==> config.mk <==
export PLATFORM = sky130hd
export DESIGN_NAME = mirk_geom
export DESIGN_NICKNAME = d
export VERILOG_FILES = /design/src/rtl/core/mirk_pkg.sv /design/src/rtl/core/mirk_geom.sv
export SDC_FILE = /design/constraint.sdc
export NUM_CORES = 1
export LEC_CHECK = 0
export BUFFER_PORTS_ARGS = -buffer_cell sky130_fd_sc_hd__clkbuf_2
export CAP_MARGIN = 20
export CORE_AREA = 2 2 172 157
export DETAILED_ROUTE_END_ITERATION = 7
export DIE_AREA = 0 0 174 159
export PLACE_DENSITY_LB_ADDON = 0.12
export SLEW_MARGIN = 20
export SYNTH_ARGS = -nofsm -noshare
export SYNTH_HDL_FRONTEND = slang
export SYNTH_SLANG_ARGS = --single-unit
==> constraint.sdc <==
create_clock -name clock -period 6.9 [get_ports clock]
set_clock_uncertainty 0.15 [all_clocks]
set_input_delay 0 -clock clock [delete_from_list [all_inputs] [get_ports clock]]
set_output_delay 0 -clock clock [all_outputs]
set_load 0.02 [all_outputs]
==> src/rtl/core/mirk_pkg.sv <==
// Shared package for the image mirror / kaleidoscope core.
// Holds register indexes, mode and command codes, reset values and shared structs.
// No dependencies.
package mirk_pkg;

   localparam int DEF_MAX_SIDE = 256;

   localparam int CSR_W      = 9;
   localparam int CSR_ADDR_W = 2;
   localparam int MODE_W     = 2;
   localparam int PIX_W      = 8;

   // register indexes on the csr port
   localparam logic [CSR_ADDR_W-1:0] REG_SRC_WIDTH   = 2'd0;
   localparam logic [CSR_ADDR_W-1:0] REG_SRC_HEIGHT  = 2'd1;
   localparam logic [CSR_ADDR_W-1:0] REG_MIRROR_MODE = 2'd2;

   // mirror modes
   localparam logic [MODE_W-1:0] MODE_MIRROR_X = 2'd0;
   localparam logic [MODE_W-1:0] MODE_MIRROR_Y = 2'd1;
   localparam logic [MODE_W-1:0] MODE_QUAD     = 2'd2;
   localparam logic [MODE_W-1:0] MODE_OCTA     = 2'd3;

   // request commands
   localparam logic CMD_LOAD = 1'b0;
   localparam logic CMD_EMIT = 1'b1;

   localparam logic [CSR_W-1:0]  RST_SRC_WIDTH   = 9'd256;
   localparam logic [CSR_W-1:0]  RST_SRC_HEIGHT  = 9'd256;
   localparam logic [MODE_W-1:0] RST_MIRROR_MODE = MODE_OCTA;

   typedef struct packed {
      logic [CSR_W-1:0]  src_width;
      logic [CSR_W-1:0]  src_height;
      logic [MODE_W-1:0] mirror_mode;
   } cfg_type;

   typedef struct packed {
      logic load;
      logic emit;
   } step_type;

endpackage

==> src/rtl/core/mirk_geom.sv <==
// Geometry and position tracking: clamped image sizes, load index, emit
// raster position and the fold of each output pixel back to a source pixel.
// Depends on mirk_pkg.
module mirk_geom #(
   parameter int MAX_SIDE = mirk_pkg::DEF_MAX_SIDE
) (
   input  logic                                 clock,
   input  logic                                 reset,
   input  mirk_pkg::cfg_type                    cfg,
   input  mirk_pkg::step_type                   step,
   output logic [$clog2(MAX_SIDE+1)-1:0]        side_w,
   output logic [$clog2(MAX_SIDE*MAX_SIDE)-1:0] load_addr,
   output logic [$clog2(MAX_SIDE)-1:0]          src_x,
   output logic [$clog2(MAX_SIDE)-1:0]          src_y,
   output logic                                 last
);

   localparam int SW  = $clog2(MAX_SIDE + 1);
   localparam int XW  = $clog2(MAX_SIDE);
   localparam int CW  = $clog2(2 * MAX_SIDE + 1);
   localparam int AW  = $clog2(MAX_SIDE * MAX_SIDE);
   localparam int ARW = $clog2(MAX_SIDE * MAX_SIDE + 1);
   localparam int EW  = (mirk_pkg::CSR_W > SW) ? mirk_pkg::CSR_W : SW;

   // sizes, registered from the csr values
   logic [SW-1:0]   w_s, h_s;
   logic [EW-1:0]   wext_s, hext_s;
   logic [2*SW-1:0] area_s;
   logic [SW-1:0]   w_ff, h_ff;
   logic [CW-1:0]   ow_in, oh_in, ow_ff, oh_ff;
   logic [ARW-1:0]  area_ff;
   logic [mirk_pkg::MODE_W-1:0] mode_ff;

   always_comb begin
      wext_s = EW'(cfg.src_width);
      hext_s = EW'(cfg.src_height);
      if (wext_s == '0) begin
         w_s = SW'(1);
      end else if (wext_s > EW'(MAX_SIDE)) begin
         w_s = SW'(MAX_SIDE);
      end else begin
         w_s = SW'(wext_s);
      end
      if (cfg.mirror_mode == mirk_pkg::MODE_OCTA) begin
         h_s = w_s;
      end else if (hext_s == '0) begin
         h_s = SW'(1);
      end else if (hext_s > EW'(MAX_SIDE)) begin
         h_s = SW'(MAX_SIDE);
      end else begin
         h_s = SW'(hext_s);
      end
      ow_in  = (cfg.mirror_mode == mirk_pkg::MODE_MIRROR_Y) ? CW'(w_s) : CW'({w_s, 1'b0});
      oh_in  = (cfg.mirror_mode == mirk_pkg::MODE_MIRROR_X) ? CW'(h_s) : CW'({h_s, 1'b0});
      area_s = (2*SW)'(w_s) * (2*SW)'(h_s);
   end

   always_ff @(posedge clock) begin
      w_ff    <= w_s;
      h_ff    <= h_s;
      ow_ff   <= ow_in;
      oh_ff   <= oh_in;
      area_ff <= ARW'(area_s);
      mode_ff <= cfg.mirror_mode;
   end

   // load index
   logic [AW-1:0]  li_ff, li_in, li_s;
   logic [ARW-1:0] li_p1;

   always_comb begin
      li_s  = (ARW'(li_ff) >= area_ff) ? '0 : li_ff;
      li_p1 = ARW'(li_s) + ARW'(1);
      li_in = li_ff;
      if (step.load) begin
         li_in = (li_p1 >= area_ff) ? '0 : AW'(li_p1);
      end
   end

   // emit position and fold
   logic [CW-1:0] col_ff, col_in, row_ff, row_in;
   logic [CW-1:0] col_s, row_s, col_p1, row_p1, fx_s, fy_s;
   logic [XW-1:0] fxn_s, fyn_s;

   always_comb begin
      // restart when a size change left the position outside the image
      if (col_ff >= ow_ff || row_ff >= oh_ff) begin
         col_s = '0;
         row_s = '0;
      end else begin
         col_s = col_ff;
         row_s = row_ff;
      end

      if (mode_ff == mirk_pkg::MODE_MIRROR_Y || col_s < CW'(w_ff)) begin
         fx_s = col_s;
      end else begin
         fx_s = CW'({w_ff, 1'b0}) - CW'(1) - col_s;
      end
      if (mode_ff == mirk_pkg::MODE_MIRROR_X || row_s < CW'(h_ff)) begin
         fy_s = row_s;
      end else begin
         fy_s = CW'({h_ff, 1'b0}) - CW'(1) - row_s;
      end
      fxn_s = XW'(fx_s);
      fyn_s = XW'(fy_s);

      if (mode_ff == mirk_pkg::MODE_OCTA && fxn_s >= fyn_s) begin
         src_x = fyn_s;
         src_y = fxn_s;
      end else begin
         src_x = fxn_s;
         src_y = fyn_s;
      end

      last = (col_s == ow_ff - CW'(1)) && (row_s == oh_ff - CW'(1));

      col_p1 = col_s + CW'(1);
      row_p1 = row_s + CW'(1);
      col_in = col_ff;
      row_in = row_ff;
      if (step.emit) begin
         if (col_p1 >= ow_ff) begin
            col_in = '0;
            row_in = (row_p1 >= oh_ff) ? '0 : row_p1;
         end else begin
            col_in = col_p1;
            row_in = row_s;
         end
      end
   end

   always_ff @(posedge clock) begin
      if (reset) begin
         li_ff  <= '0;
         col_ff <= '0;
         row_ff <= '0;
      end else begin
         li_ff  <= li_in;
         col_ff <= col_in;
         row_ff <= row_in;
      end
   end

   assign side_w    = w_ff;
   assign load_addr = li_s;

endmodule

# ---- After elaboration in Yosys (flattened, before gate mapping)
# Cells that the tools add are included.
dict set report word_totals {
  regBits 93
  latchBits 0
  ramBits 0
  mem_bits_ro 0
  input_bits 24
  out_inout_bits 42
  word_cells 67
  memories 0
}
dict set report classes {
  n_addsub 9
  n_mul 1
  div_mod_pow 0
  order_cmp 11
  eq_ne 6
  shifts 0
  muxes 18
  bitwise_logic 0
  reduce_logical 9
}
# cell count
set op_table {}
lappend op_table {{$mux 9} 7}
lappend op_table {{$mux 10} 5}
lappend op_table {{$ge 10x10->1} 4}
lappend op_table {{$mux 16} 2}
lappend op_table {{$mux 8} 4}
lappend op_table {{$add 10x1->10 const B} 2}
lappend op_table {{$eq 10x10->1} 2}
lappend op_table {{$lt 10x9->1} 2}
lappend op_table {{$sub 10x1->10 const B} 2}
lappend op_table {{$gt 9x9->1 const B} 2}
lappend op_table {{$logic_not 9->1} 2}
lappend op_table {{$add 16x1->17 const B} 1}
lappend op_table {{$ge 16x17->1} 1}
lappend op_table {{$ge 17x17->1} 1}
lappend op_table {{$mul 9x9->17} 1}
lappend op_table {{$sub 8x1->8 const B} 2}
lappend op_table {{$sub 8x8->8} 2}
lappend op_table {{$ge 8x8->1} 1}
lappend op_table {{$eq 2x1->1 const B} 2}
lappend op_table {{$eq 2x2->1 const B} 2}
lappend op_table {{$logic_not 2->1} 2}
lappend op_table {{$logic_or 1x1->1} 3}
lappend op_table {{$logic_and 1x1->1} 2}

# ---- Longest topological paths before layout
dict set report depth {
  ltp_word 9
  mapped_depth 33
  mapped_depth_nobuf 28
}

# ---- Worst setup path after synthesis
# No wires, ideal clock.
dict set report synth_timing {
  path_type {register -> output}
  start {reg col_ff[0]}
  end {out src_x[3]}
  t_arrival_ns 6.343
  required_ns 6.750
  setup_slack_ns 0.407
  stages_incl_launch_ff 33
  path_buffers 4
  cell_sequence {dfxtp_1 > inv_1 > ha_1 > nand2b_1 > a211oi_1 > o21ai_1 > a311oi_4 > and2_1 > buf_4 > buf_4 > buf_2 > nand2_1 > inv_1 > ha_1 > a21o_1 > a21o_1 > a2111oi_0 > o32ai_1 > a41o_1 > a21o_2 > xor2_1 > inv_1 > ha_1 > nand2b_1 > a21o_1 > a21o_1 > a21oi_1 > nor2b_1 > o21ai_0 > a21o_1 > clkbuf_1 > mux2_2 > a221oi_1}
}
dict set report synth_between {
  elab_chain_len 9
}
# element line
set synth_lines {}
lappend synth_lines {{from (decl)} mirk_geom.sv:81} ;# logic [CW-1:0] col_ff, col_in, row_ff, row_in;
lappend synth_lines {{from (signal assigned)} mirk_geom.sv:140} ;# col_ff <= col_in;
lappend synth_lines {{$ge 10x10->1} mirk_geom.sv:87} ;# if (col_ff >= ow_ff || row_ff >= oh_ff) begin
lappend synth_lines {{$logic_or 1x1->1} mirk_geom.sv:87}
lappend synth_lines {{$mux 10} mirk_geom.sv:87}
lappend synth_lines {{$lt 10x9->1 (on tied branches)} {mirk_geom.sv:95, mirk_geom.sv:100}}
lappend synth_lines {{$logic_or 1x1->1 (on tied branches)} {mirk_geom.sv:95, mirk_geom.sv:100}}
lappend synth_lines {{$mux 8 (on tied branches)} {mirk_geom.sv:95, mirk_geom.sv:100}}
lappend synth_lines {{$ge 8x8->1} mirk_geom.sv:108} ;# if (mode_ff == mirk_pkg::MODE_OCTA && fxn_s >= fyn_s) begin
lappend synth_lines {{$logic_and 1x1->1} mirk_geom.sv:108}
lappend synth_lines {{$mux 8 (*)} mirk_geom.sv:108}
lappend synth_lines {{to (decl)} mirk_geom.sv:13} ;# output logic [$clog2(MAX_SIDE)-1:0] src_x,
# Every way passes the cells marked *; elsewhere a longest branch is shown, timed or not.

# ---- Final worst setup path
dict set report layout_timing {
  start {reg ow_ff[4]}
  end {out src_x[1]}
}
dict set report layout_between {
  elab_chain_len 9
}
# element line
set layout_lines {}
lappend layout_lines {{from (decl)} mirk_geom.sv:30} ;# logic [CW-1:0] ow_in, oh_in, ow_ff, oh_ff;
lappend layout_lines {{from (signal assigned)} mirk_geom.sv:61} ;# ow_ff <= ow_in;
lappend layout_lines {{$ge 10x10->1 (*)} mirk_geom.sv:87}
lappend layout_lines {{$logic_or 1x1->1 (*)} mirk_geom.sv:87}
lappend layout_lines {{$mux 10} mirk_geom.sv:87}
lappend layout_lines {{$lt 10x9->1 (on tied branches)} {mirk_geom.sv:95, mirk_geom.sv:100}}
lappend layout_lines {{$logic_or 1x1->1 (on tied branches)} {mirk_geom.sv:95, mirk_geom.sv:100}}
lappend layout_lines {{$mux 8 (on tied branches)} {mirk_geom.sv:95, mirk_geom.sv:100}}
lappend layout_lines {{$ge 8x8->1} mirk_geom.sv:108}
lappend layout_lines {{$logic_and 1x1->1} mirk_geom.sv:108}
lappend layout_lines {{$mux 8 (*)} mirk_geom.sv:108}
# Marks and branches as above.

==> run metrics <==
Num Clock Sinks 93; GRT overflow 0; Synth Register Bits 93; Worst setup EP type output port; met1 global-route usage 0.322; Synth Cell Area 10200 sq um; starting density of the core 0.396; commonest non-fill, non-tap cell in the layout inv_1; Core Box Area 25800 sq um; Placed Area 11000 sq um; drt first pass iters 5; fin crit period 6.57 ns; Worst EP required 6.75 ns; clock slew at the register clock pins of the worst setup and hold paths 0.07 ns; most frequent cells in the layout inv_1, ha_1, nor2_1, nand2_1, dfxtp_1; M2 GR Usage 0.342; Syn Nets 1498; Synth Flop Type dfxtp_1; met3 Use GR 0.0303; largest net degree at the start of global routing 37; DRT antenna net count 0; max-capacitance violation count 0; Vias/cell 5.29; die area 27700 sq um; Netlist cell types 73; critical path class register to output port; share of post-route cells with drive strength above 1 0.120; worst min path class primary input to register; Slew Limit Headroom 0.367; Max Clk Rate 152 MHz; die boundary height 159 um; Final setup viols 0; IO Count 66; Most Crowded Layer GR met2; initial antenna violation count 0; Post-synth EDFFs 0; Avg Synthesized Cell Area 8.01 sq um; n_diodes 0; outcome finished clean; Slowest cell on crit path a2111oi_1; arrival time worst endpoint 6.42 ns; # fillers 2688; number of global-route vias before repair 8877; Clock Latency Late Sink 0.35 ns; initial DRC count 572; largest family of logic cells by synthesized area adder cells; pwr/cell area 153 nW/um^2; final WL 30100 um; Area growth syn-to-layout 13.5%; detailed placement HPWL 24200 um; Final #Nets 1584; CP startpoint kind register; Post-Synth Adder-Cell Area 0.283; pre-CTS WS 0.284 ns; H-tree levels 3; routed vias 9050; GPL Wtd Cong 0.934; YS warnings 0; cell area after layout 11600 sq um; CTS Buffer Depth 2; GRT Total Usage 0.221; Final period util 0.953; Least-Margin Pin Slew 0.950 ns; DRC 0; post-synthesis xor/xnor area fraction 0.0720; CP most frequent cell a21o_1; simple-gate share of the synthesized area 0.201; Pleak 5.81 nW; Fin. Hold Viols 0; async set-reset flop share out of synthesis 0; Synth Area in Compound Gates 0.161; CTS tree yes; clock root cell clkbuf_16; critical-path maximum fanout 7; number of buffers added on ports 65; worst vdd ir 0.114 mV; Mapped Cells 1274; die width 174 um; first-pass GRT wire length 48700 um; TritonCTS buffer count 9; per-cell routed wire length 17.6 um; crit-path max cell delay 0.38 ns; Seq/Total Area, Yosys 0.182; final worst setup slack 0.327 ns; Slew Limit Fails 0; mux cell area share after synthesis 0.0189; row count 56
-- metal layers --
layer,up-vias,routed length [um],part of all wire
met2,240,13000,0.43
li1,4491,-,-
met1,4282,14900,0.50
met5,-,0,0
met3,37,1680,0.056
met4,0,529,0.018
-- final cells by class --
cell class | instances | area, sq um | area share
multi-input combinational | 964 | 7550 | 0.652
inverter | 170 | 638 | 0.0551
sequential | 93 | 1860 | 0.161
timing repair buffer | 122 | 795 | 0.0686
tap | 348 | 435 | 0.0376
clock buffer | 10 | 239 | 0.0206
clock inverter | 5 | 60.1 | 0.00519
-- worst max-delay path: cells and delay by family, from the launching register on --
family / cells / cell delay, ns
xor+xnor: 1 / 0.20
simple gates: 4 / 0.52
flops: 1 / 0.37
buf+inv: 4 / 0.51
compound gates: 15 / 3.38
fa+ha+maj: 3 / 0.74
mux: 1 / 0.37
-- metrics by stage --
step,setup TNS [ns],hold WS [ns],cells,utilization,power (mW)
2_1_floorplan,0,-0.122,1274,-,1.07
3_3_place_gp,0,-0.00487,1676,0.429,1.24
3_5_place_dp,0,-0.00328,1676,0.429,1.24
4_1_cts,0,0.00129,1706,0.446,1.78
5_1_grt,-0.0290,0.0459,1712,0.449,1.89
6_report,0,0.0112,1712,0.449,1.77
-- worst paths after layout --
kind / start / to / slack [ns] / cells after the start
worst min-delay path: cfg[4] / h_ff[2] / 0.01 / 4
worst min register to register: li_ff[0] / li_ff[0] / 0.33 / 2
worst max-delay path: ow_ff[4] / src_x[1] / 0.33 / 28
worst max register to register: li_ff[2] / li_ff[2] / 1.07 / 23
-- flip-flops by register name, indices dropped and copies added, names as in the netlist --
signal   flops
oh_ff       10
col_ff      10
area_ff     17
h_ff         9
mode_ff      2
ow_ff       10
li_ff       16
row_ff      10
side_w       9
-- cells by family (layout without fill, tap and decap cells) --
| group | after synthesis | count (layout) |
|---|---|---|
| adder cells (fa/ha/maj) | 200 | 200 |
| multiplexers | 18 | 18 |
| flip-flops | 93 | 93 |
| AO/OA/AOI/OAI | 240 | 240 |
| buffers and inverters | 217 | 307 |
| AND/OR/NAND/NOR | 423 | 423 |
| XOR/XNOR | 83 | 83 |
-- power breakdown --
part	total (mW)	leakage [nW]	internal (mW)	switching, mW
combinational	0.639	4.90	0.255	0.384
sequential	0.612	0.767	0.582	0.0294
clock	0.516	0.145	0.290	0.226
total	1.77	5.81	1.13	0.639
-- Yosys cell counts, types with 19 or more instances --
library cell | count | share of area
inv_1 | 164 | 0.060
ha_1 | 149 | 0.18
nor2_1 | 122 | 0.045
nand2_1 | 116 | 0.043
dfxtp_1 | 93 | 0.18
fa_1 | 51 | 0.10
a21oi_1 | 49 | 0.024
xnor2_1 | 45 | 0.039
o21ai_0 | 42 | 0.021
clkbuf_1 | 39 | 0.014
xor2_1 | 37 | 0.032
a21o_1 | 31 | 0.023
a22oi_1 | 31 | 0.023
nand3_1 | 31 | 0.015
nor2b_1 | 30 | 0.018
nand2b_1 | 21 | 0.013
and3_1 | 19 | 0.012
-- timing repair --
| action | CTS | global route |
|---|---|---|
| buffers inserted | 0 | 5 |
| endpoints found under the setup margin | 9 | 16 |
| gates cloned | 0 | 1 |
| gates resized for setup | 1 | 13 |
| hold endpoints to repair | 18 | 0 |
| hold buffers | 15 | 0 |
| pin swaps | 0 | 3 |
(Power assumes the default switching activity.)
